<file path="src/sha_pkg.sv">
// ----------------------------------------------------------------------------
// sha_pkg
// Shared types and constants for the SHA-256 stream hasher.
// ----------------------------------------------------------------------------
`default_nettype none
package sha_pkg;

  typedef logic [31:0] word_t;

  // one classified item handed from front to back
  typedef struct packed {
    logic [7:0] data_byte;
    logic       byte_present;
    logic       end_of_message;
  } item_t;

  localparam int unsigned QDepth = 4;
  localparam int unsigned QAw    = $clog2(QDepth);

  localparam logic [7:0] PadByte = 8'h80;

  localparam word_t InitH [8] = '{
    32'h6a09e667, 32'hbb67ae85, 32'h3c6ef372, 32'ha54ff53a,
    32'h510e527f, 32'h9b05688c, 32'h1f83d9ab, 32'h5be0cd19
  };

  localparam word_t RoundK [64] = '{
    32'h428a2f98, 32'h71374491, 32'hb5c0fbcf, 32'he9b5dba5,
    32'h3956c25b, 32'h59f111f1, 32'h923f82a4, 32'hab1c5ed5,
    32'hd807aa98, 32'h12835b01, 32'h243185be, 32'h550c7dc3,
    32'h72be5d74, 32'h80deb1fe, 32'h9bdc06a7, 32'hc19bf174,
    32'he49b69c1, 32'hefbe4786, 32'h0fc19dc6, 32'h240ca1cc,
    32'h2de92c6f, 32'h4a7484aa, 32'h5cb0a9dc, 32'h76f988da,
    32'h983e5152, 32'ha831c66d, 32'hb00327c8, 32'hbf597fc7,
    32'hc6e00bf3, 32'hd5a79147, 32'h06ca6351, 32'h14292967,
    32'h27b70a85, 32'h2e1b2138, 32'h4d2c6dfc, 32'h53380d13,
    32'h650a7354, 32'h766a0abb, 32'h81c2c92e, 32'h92722c85,
    32'ha2bfe8a1, 32'ha81a664b, 32'hc24b8b70, 32'hc76c51a3,
    32'hd192e819, 32'hd6990624, 32'hf40e3585, 32'h106aa070,
    32'h19a4c116, 32'h1e376c08, 32'h2748774c, 32'h34b0bcb5,
    32'h391c0cb3, 32'h4ed8aa4a, 32'h5b9cca4f, 32'h682e6ff3,
    32'h748f82ee, 32'h78a5636f, 32'h84c87814, 32'h8cc70208,
    32'h90befffa, 32'ha4506ceb, 32'hbef9a3f7, 32'hc67178f2
  };

  function automatic word_t ror(input word_t x, input int unsigned n);
    ror = (x >> n) | (x << (32 - n));
  endfunction

endpackage
`default_nettype wire

</file>
<file path="src/sha_front.sv">
// ----------------------------------------------------------------------------
// sha_front
// Input queue: accepts items, drops idle ones, buffers the rest for the back.
// ----------------------------------------------------------------------------
`default_nettype none
module sha_front (
  input  wire logic          clk,
  input  wire logic          rst_n,
  input  wire logic          in_valid,
  output logic               in_stall,
  input  wire sha_pkg::item_t in_item,
  output logic               q_valid,
  input  wire logic          q_pop,
  output sha_pkg::item_t     q_item
);

  sha_pkg::item_t            mem_r [sha_pkg::QDepth];
  logic [sha_pkg::QAw-1:0]   wp_r, rp_r;
  logic [sha_pkg::QAw:0]     cnt_r;
  logic                      push;

  assign in_stall = (cnt_r == (sha_pkg::QAw+1)'(sha_pkg::QDepth));
  // items with neither flag set change nothing
  assign push     = in_valid && !in_stall &&
                    (in_item.byte_present || in_item.end_of_message);
  assign q_valid  = (cnt_r != '0);
  assign q_item   = mem_r[rp_r];

  always_ff @(posedge clk) begin
    if (!rst_n) begin
      wp_r  <= '0;
      rp_r  <= '0;
      cnt_r <= '0;
    end else begin
      if (push) wp_r <= wp_r + 1'b1;
      if (q_pop) rp_r <= rp_r + 1'b1;
      cnt_r <= cnt_r + (sha_pkg::QAw+1)'(push) - (sha_pkg::QAw+1)'(q_pop);
    end
  end

  always_ff @(posedge clk) begin
    if (push) mem_r[wp_r] <= in_item;
  end

endmodule
`default_nettype wire

</file>
<file path="src/sha_back.sv">
// ----------------------------------------------------------------------------
// sha_back
// Block assembly, padding, 64-round compression and digest output.
// ----------------------------------------------------------------------------
`default_nettype none
module sha_back (
  input  wire logic           clk,
  input  wire logic           rst_n,
  input  wire logic           q_valid,
  output logic                q_pop,
  input  wire sha_pkg::item_t q_item,
  output logic                out_valid,
  input  wire logic           out_stall,
  output logic [31:0]         out_digest_word,
  output logic [2:0]          out_word_index,
  output logic                out_final_word
);

  localparam logic [2:0] StIdle = 3'd0;
  localparam logic [2:0] StPad  = 3'd1;
  localparam logic [2:0] StComp = 3'd2;
  localparam logic [2:0] StAdd  = 3'd3;
  localparam logic [2:0] StOut  = 3'd4;

  logic [2:0]         st_r, st_nxt;
  sha_pkg::word_t     w_r [16];
  sha_pkg::word_t     h_r [8];
  sha_pkg::word_t     v_r [8];
  logic [5:0]         fill_r;
  logic [63:0]        total_r;
  logic [5:0]         rnd_r;
  logic               fin_r;     // compressing the final block
  logic               haspend_r; // end mark seen, pad still to write
  logic               padding_r; // message closed, length not yet written
  logic [2:0]         oidx_r;

  // padding byte stream
  logic               put;
  logic [7:0]         put_b;
  logic               len_blk;   // current pad byte completes a length block

  sha_pkg::word_t s0, s1, wn, big0, big1, ch, maj, t1;

  assign s0   = sha_pkg::ror(w_r[1], 7) ^ sha_pkg::ror(w_r[1], 18) ^ (w_r[1] >> 3);
  assign s1   = sha_pkg::ror(w_r[14], 17) ^ sha_pkg::ror(w_r[14], 19) ^ (w_r[14] >> 10);
  assign wn   = w_r[0] + s0 + w_r[9] + s1;
  assign big1 = sha_pkg::ror(v_r[4], 6) ^ sha_pkg::ror(v_r[4], 11) ^ sha_pkg::ror(v_r[4], 25);
  assign ch   = (v_r[4] & v_r[5]) ^ (~v_r[4] & v_r[6]);
  assign t1   = v_r[7] + big1 + ch + sha_pkg::RoundK[rnd_r] + w_r[0];
  assign big0 = sha_pkg::ror(v_r[0], 2) ^ sha_pkg::ror(v_r[0], 13) ^ sha_pkg::ror(v_r[0], 22);
  assign maj  = (v_r[0] & v_r[1]) ^ (v_r[0] & v_r[2]) ^ (v_r[1] & v_r[2]);

  assign q_pop = (st_r == StIdle) && q_valid;

  always_comb begin
    put   = 1'b0;
    put_b = 8'h00;
    len_blk = 1'b0;
    if (st_r == StIdle && q_valid && q_item.byte_present) begin
      put = 1'b1; put_b = q_item.data_byte;
    end else if (st_r == StPad) begin
      put = 1'b1;
      put_b = haspend_r ? sha_pkg::PadByte : 8'h00;
      // length goes in once 56 bytes are in a block and the 0x80 is placed
      len_blk = !haspend_r && (fill_r == 6'd56);
    end
  end

  always_comb begin
    st_nxt = st_r;
    unique case (st_r)
      StIdle: begin
        if (q_valid) begin
          if (q_item.byte_present && fill_r == 6'd63) st_nxt = StComp;
          else if (q_item.end_of_message) st_nxt = StPad;
        end
      end
      StPad: begin
        if (len_blk || fill_r == 6'd63) st_nxt = StComp;
      end
      StComp: if (rnd_r == 6'd63) st_nxt = StAdd;
      StAdd: begin
        if (fin_r) st_nxt = StOut;
        else if (padding_r) st_nxt = StPad;
        else st_nxt = StIdle;
      end
      StOut: if (!out_stall && oidx_r == 3'd7) st_nxt = StIdle;
      default: st_nxt = StIdle;
    endcase
  end

  always_ff @(posedge clk) begin
    if (!rst_n) begin
      st_r      <= StIdle;
      fill_r    <= '0;
      total_r   <= '0;
      rnd_r     <= '0;
      fin_r     <= 1'b0;
      haspend_r <= 1'b0;
      padding_r <= 1'b0;
      oidx_r    <= '0;
      for (int i = 0; i < 8; i++) h_r[i] <= sha_pkg::InitH[i];
    end else begin
      st_r <= st_nxt;
      if (q_pop) begin
        if (q_item.byte_present) total_r <= total_r + 64'd1;
        if (q_item.end_of_message) begin
          haspend_r <= 1'b1;
          padding_r <= 1'b1;
        end
      end
      if (st_r == StPad) haspend_r <= 1'b0;
      if (len_blk) begin
        fill_r    <= '0;
        fin_r     <= 1'b1;
        padding_r <= 1'b0;
      end else if (put) fill_r <= fill_r + 6'd1;
      if (st_r == StComp) rnd_r <= rnd_r + 6'd1;
      if (st_r == StAdd) begin
        for (int i = 0; i < 8; i++) h_r[i] <= h_r[i] + v_r[i];
      end
      if (st_r == StOut && !out_stall) begin
        oidx_r <= oidx_r + 3'd1;
        if (oidx_r == 3'd7) begin
          for (int i = 0; i < 8; i++) h_r[i] <= sha_pkg::InitH[i];
          total_r <= '0;
          fin_r   <= 1'b0;
        end
      end
    end
  end

  // block words and working variables
  always_ff @(posedge clk) begin
    if (put && !len_blk) begin
      w_r[fill_r[5:2]] <= (fill_r[1:0] == 2'd0) ? {put_b, 24'h0} :
        (w_r[fill_r[5:2]] | ({24'h0, put_b} << (6'd24 - {1'b0, fill_r[1:0], 3'b000})));
    end
    if (len_blk) begin
      w_r[14] <= total_r[60:29];
      w_r[15] <= {total_r[28:0], 3'b000};
    end
    if (st_nxt == StComp && st_r != StComp) begin
      for (int i = 0; i < 8; i++) v_r[i] <= h_r[i];
    end
    if (st_r == StComp) begin
      for (int i = 0; i < 15; i++) w_r[i] <= w_r[i+1];
      w_r[15] <= wn;
      v_r[7] <= v_r[6]; v_r[6] <= v_r[5]; v_r[5] <= v_r[4];
      v_r[4] <= v_r[3] + t1;
      v_r[3] <= v_r[2]; v_r[2] <= v_r[1]; v_r[1] <= v_r[0];
      v_r[0] <= t1 + big0 + maj;
    end
  end

  assign out_valid       = (st_r == StOut);
  assign out_digest_word = h_r[oidx_r];
  assign out_word_index  = oidx_r;
  assign out_final_word  = (oidx_r == 3'd7);

endmodule
`default_nettype wire

</file>
<file path="src/sha256_stream_hasher_core.sv">
// a byte is taken from the queue while idle; each full block then runs through
// compression (64 rounds on the shared round unit and a final add)
// end of message: padding, one or two compressions, then eight digest words
// one per cycle unless the receiver stalls; no new bytes are taken meanwhile
// reset: synchronous active low, hash words return to the initial values
// ----------------------------------------------------------------------------
// sha256_stream_hasher_core
// SHA-256 over a byte stream with an input queue in front of the hash engine.
// ----------------------------------------------------------------------------
`default_nettype none
module sha256_stream_hasher_core (
  input  wire logic        clk,
  input  wire logic        rst_n,
  input  wire logic        in_valid,
  output logic             in_stall,
  input  wire logic [7:0]  in_data_byte,
  input  wire logic        in_byte_present,
  input  wire logic        in_end_of_message,
  output logic             out_valid,
  input  wire logic        out_stall,
  output logic [31:0]      out_digest_word,
  output logic [2:0]       out_word_index,
  output logic             out_final_word
);

  sha_pkg::item_t in_item, q_item;
  logic           q_valid, q_pop;

  assign in_item = '{data_byte: in_data_byte, byte_present: in_byte_present,
                     end_of_message: in_end_of_message};

  sha_front u_front (
    .clk(clk), .rst_n(rst_n), .in_valid(in_valid), .in_stall(in_stall),
    .in_item(in_item), .q_valid(q_valid), .q_pop(q_pop), .q_item(q_item)
  );

  sha_back u_back (
    .clk(clk), .rst_n(rst_n), .q_valid(q_valid), .q_pop(q_pop), .q_item(q_item),
    .out_valid(out_valid), .out_stall(out_stall),
    .out_digest_word(out_digest_word), .out_word_index(out_word_index),
    .out_final_word(out_final_word)
  );

endmodule
`default_nettype wire

</file>
<file path="config.mk">
export PLATFORM = sky130hd
export DESIGN_NAME = sha256_stream_hasher_core
export DESIGN_NICKNAME = d
export VERILOG_FILES = /design/src/sha_pkg.sv /design/src/sha_front.sv /design/src/sha_back.sv /design/src/sha256_stream_hasher_core.sv
export SDC_FILE = /design/constraint.sdc
export NUM_CORES = 2
export LEC_CHECK = 0
export ABC_CLOCK_PERIOD_IN_PS = 15780
export BUFFER_PORTS_ARGS = -buffer_cell sky130_fd_sc_hd__buf_2
export CAP_MARGIN = 25
export CORE_UTILIZATION = 50
export DETAILED_ROUTE_END_ITERATION = 8
export PLACE_DENSITY = 0.66
export SYNTH_ARGS = -nofsm -noshare
export SYNTH_HDL_FRONTEND = slang
export SYNTH_SLANG_ARGS = --single-unit
</file>
<file path="constraint.sdc">
create_clock -name clk -period 15.78 [get_ports clk]
set_input_delay 3.156 -clock clk [delete_from_list [all_inputs] [get_ports clk]]
set_output_delay 3.156 -clock clk [all_outputs]
set_load 0.005 [all_outputs]
</file>
==> summary.txt <==
Synth
  – Async SR Flop Fraction: 0
  – Register area share after synthesis: 0.416
  – Syn avg cell area: roughly 10 µm²
  – Yosys cell types: 90
  – Mapped Nets: 8,103
  – Top-area cell type share of the netlist area: 0.358
  – Top FF cell, synth: edfxtp_1
  – EDFF count, synth: roughly 940
  – Top cells by area, synth: edfxtp_1 36%, mux4_2 6.9%, ha_1 6.4%
  – Leading area contributor after synthesis: edfxtp_1
  – Post-synthesis cell count: between 7k and 8k
  – Yosys Warn Count: 0
  – Synthesized area: ~78,000 µm²
  – FF+latch count, synth: approximately 1.2k

STA
  – Worst slew margin: 0.259
  – Fin. Hold Viols: 0
  – Part of the cycle the worst path needs: 0.655
  – Worst Tran Pin Value: approximately 1.1 ns
  – Final setup viols: 0
  – Clock skew: about 0.074 ns
  – Setup TNS: 0 ns
  – RSZ-0062 raised after global routing: no
  – Min Tclk post-route: between 10 and 15 ns
  – Max Clk Rate: approximately 97 MHz
  – Slew Limit Fails: 0
  – Final worst-path setup slack: around 5.5 ns

Drt
  – Via count: between 60k and 70k
  – DR WL/cell: 27.0 µm
  – Vias/cell: 6.38
  – Routed wire length: approximately 260 mm
  – DRT Pass-1 Iters: 6
  – ANT nets after route: 0
  – DRT iter0 DRCs: between 7k and 8k
  – Residual DRC: 0

Outcome
  – Status: finished, final reports clean

Global route
  – Remaining Overflow, GRT: 0
  – First-pass GRT wire length: between 300 and 400 mm
  – GRT Resource Usage Total: 0.323
  – Number of global-route vias before repair: ~57k
  – Initial antenna violation count: 9
  – Largest net degree at the start of global routing: 190

Floorplanning
  – Chip height: between 300 and 400 µm
  – Die Area: between 150,000 and 200,000 µm²
  – Core area: between 150,000 and 200,000 µm²
  – Initial Util: 0.506
  – Core Rows: roughly 140
  – DIE WIDTH: ~400 µm
  – Io pins: 52

Clocking
  – Reg clk slew, reported paths: around 0.06 ns
  – Max Buffers Root-to-Sink: 3
  – H-Tree Depth: 4
  – CTS resizes: 0
  – CTS buffer count: roughly 140
  – Worst skew pair latency: between 0.8 and 0.9 ns
  – CTS tree: done
  – Cts hold-fix bufs: 0
  – Setup Fix Bufs, Post-CTS: 0
  – Root Driver: clkbuf_16
  – Sinks on Clock Net: ~1.2k

Place
  – DP Wirelength: 186 mm
  – Port bufs: between 50 and 60
  – Placer Congestion: around 0.99
  – DP Worst Slack: between 5 and 6 ns

Setup path
  – CP endpoint kind: flip-flop
  – Critical path class: flip-flop to flip-flop
  – Slowest CP cell: a21oi_1
  – CP max FO: 24
  – Max incr delay on CP: between 0.6 and 0.7 ns
  – Worst reg-to-reg path cell count: 40
  – Reg-to-reg setup timing slack: about 5.5 ns
  – Startpoint type of the worst setup path: flip-flop
  – Critical Path RT: 16.28 ns
  – Arrival @ worst endpoint: between 10 and 15 ns

Cells and area
  – Layout cell share with drive strength beyond 1: 0.100
  – Area growth from synthesis to layout: 9.10%
  – Leading cell type in the layout, fill and taps excluded: nand2_1
  – Fill cells: approximately 13k
  – Fin nets: ~8.0k
  – Commonest non-fill, non-tap cells in the layout: 986 x nand2_1, 936 x edfxtp_1, 661 x a21o_1

Power and ir drop
  – Design Power: between 10 and 15 mW
  – P per Cell Area: between 150 and 200 nW/µm²
  – Maximum vdd ir drop: ~0.2 mV
  – Leakage power: 35.7 nW

Hold path
  – Worst Hold Path Cells: 2
  – Worst min-delay path class: flip-flop to flip-flop

Job
  – Max_cap viols: 0
## synthesized netlist by cell type, types with 104 or more instances
cell type and number:
xnor2_1 357, nor3_1 104, dfxtp_1 226, fa_1 196, mux4_2 240, clkbuf_1 341
ha_1 404, a21o_1 661, inv_1 334, o21ai_0 406, edfxtp_1 936, nor2_1 401
nand2_1 987, nand3_1 139, xor2_1 258, a21oi_1 440
## per-stage QoR
stage	std cells	area, µm²	utilization	hold slack (ns)
after global placement	9272	80700	0.521	0.469
after global routing	9548	85600	0.552	0.508
after CTS	9531	85400	0.551	0.491
after detailed placement	9282	80800	0.522	0.486
final	9549	85600	0.552	0.488
after floorplan	7489	78400	-	0.432
## per-layer routing
metal,track usage,part of all wire,up-vias
met5,0,0.00013,-
met4,0.104,0.033,4
met3,0.0597,0.10,424
met2,0.459,0.42,2953
met1,0.494,0.44,30535
li1,-,-,27043
## worst max-delay path: cells and delay by family, from the launching register on
| family | cells | cell delay (ns) |
|---|---|---|
| AO/OA/AOI/OAI | 14 | 3.27 |
| XOR/XNOR | 3 | 0.45 |
| adder cells (fa/ha/maj) | 8 | 3.26 |
| buffers and inverters | 7 | 1.28 |
| flip-flops | 1 | 0.31 |
| AND/OR/NAND/NOR | 8 | 1.50 |
## state kept, by name (all words and copies together) (netlist names), named ones only
signal and count:
u_back.w_r 512, u_back.st_r 3, u_front.mem_r 40, u_back.v_r 256, u_back.out_word_index 3, u_back.h_r 256, u_back.rnd_r 6, u_back.fill_r 6
u_front.wp_r 2, u_front.cnt_r 3, u_back.padding_r 1, u_back.haspend_r 1, u_front.rp_r 2, u_back.total_r 61, u_back.fin_r 1
## where the power goes
| group | leakage, nW | internal, mW | switching (mW) |
|---|---|---|---|
| Combinational | 23.2 | 2.96 | 4.22 |
| Sequential | 10.3 | 3.57 | 0.184 |
| Clock | 2.20 | 1.82 | 1.41 |
| Total | 35.7 | 8.35 | 5.81 |
## cell families after synthesis
| logic type | synth area share |
|---|---|
| muxes | 0.0796 |
| AOI/OAI and AO/OA | 0.169 |
| buffers and inverters | 0.0370 |
| DFF | 0.416 |
| and+or+nand+nor | 0.115 |
| adders and majority gates | 0.115 |
| xor gates and xnor gates | 0.0689 |
## path summary, 6_finish.rpt
path / startpoint / end
min reg2reg: u_back.h_r[5][23]$_SDFFE_PP0P_ / u_back.h_r[5][23]$_SDFFE_PP0P_
min: u_back.h_r[5][23]$_SDFFE_PP0P_ / u_back.h_r[5][23]$_SDFFE_PP0P_
max: u_back.rnd_r[1]$_SDFFE_PN0P_ / u_back.v_r[0][31]$_DFFE_PP_
max reg2reg: u_back.rnd_r[1]$_SDFFE_PN0P_ / u_back.v_r[0][31]$_DFFE_PP_
## final cells by class
| cell class | count | area [µm²] | area share |
|---|---|---|---|
| Clock inverter | 68 | 783 | 0.00915 |
| Timing Repair Buffer | 184 | 1350 | 0.0157 |
| Sequential cell | 1162 | 32700 | 0.382 |
| Clock buffer | 181 | 3800 | 0.0444 |
| Multi-Input combinational cell | 5569 | 43200 | 0.504 |
| Antenna cell | 1 | 2.50 | 0.0000292 |
| Tap cell | 2044 | 2560 | 0.0299 |
| Inverter | 340 | 1280 | 0.0149 |
No activity file was read; power rests on OpenSTA's default activity.
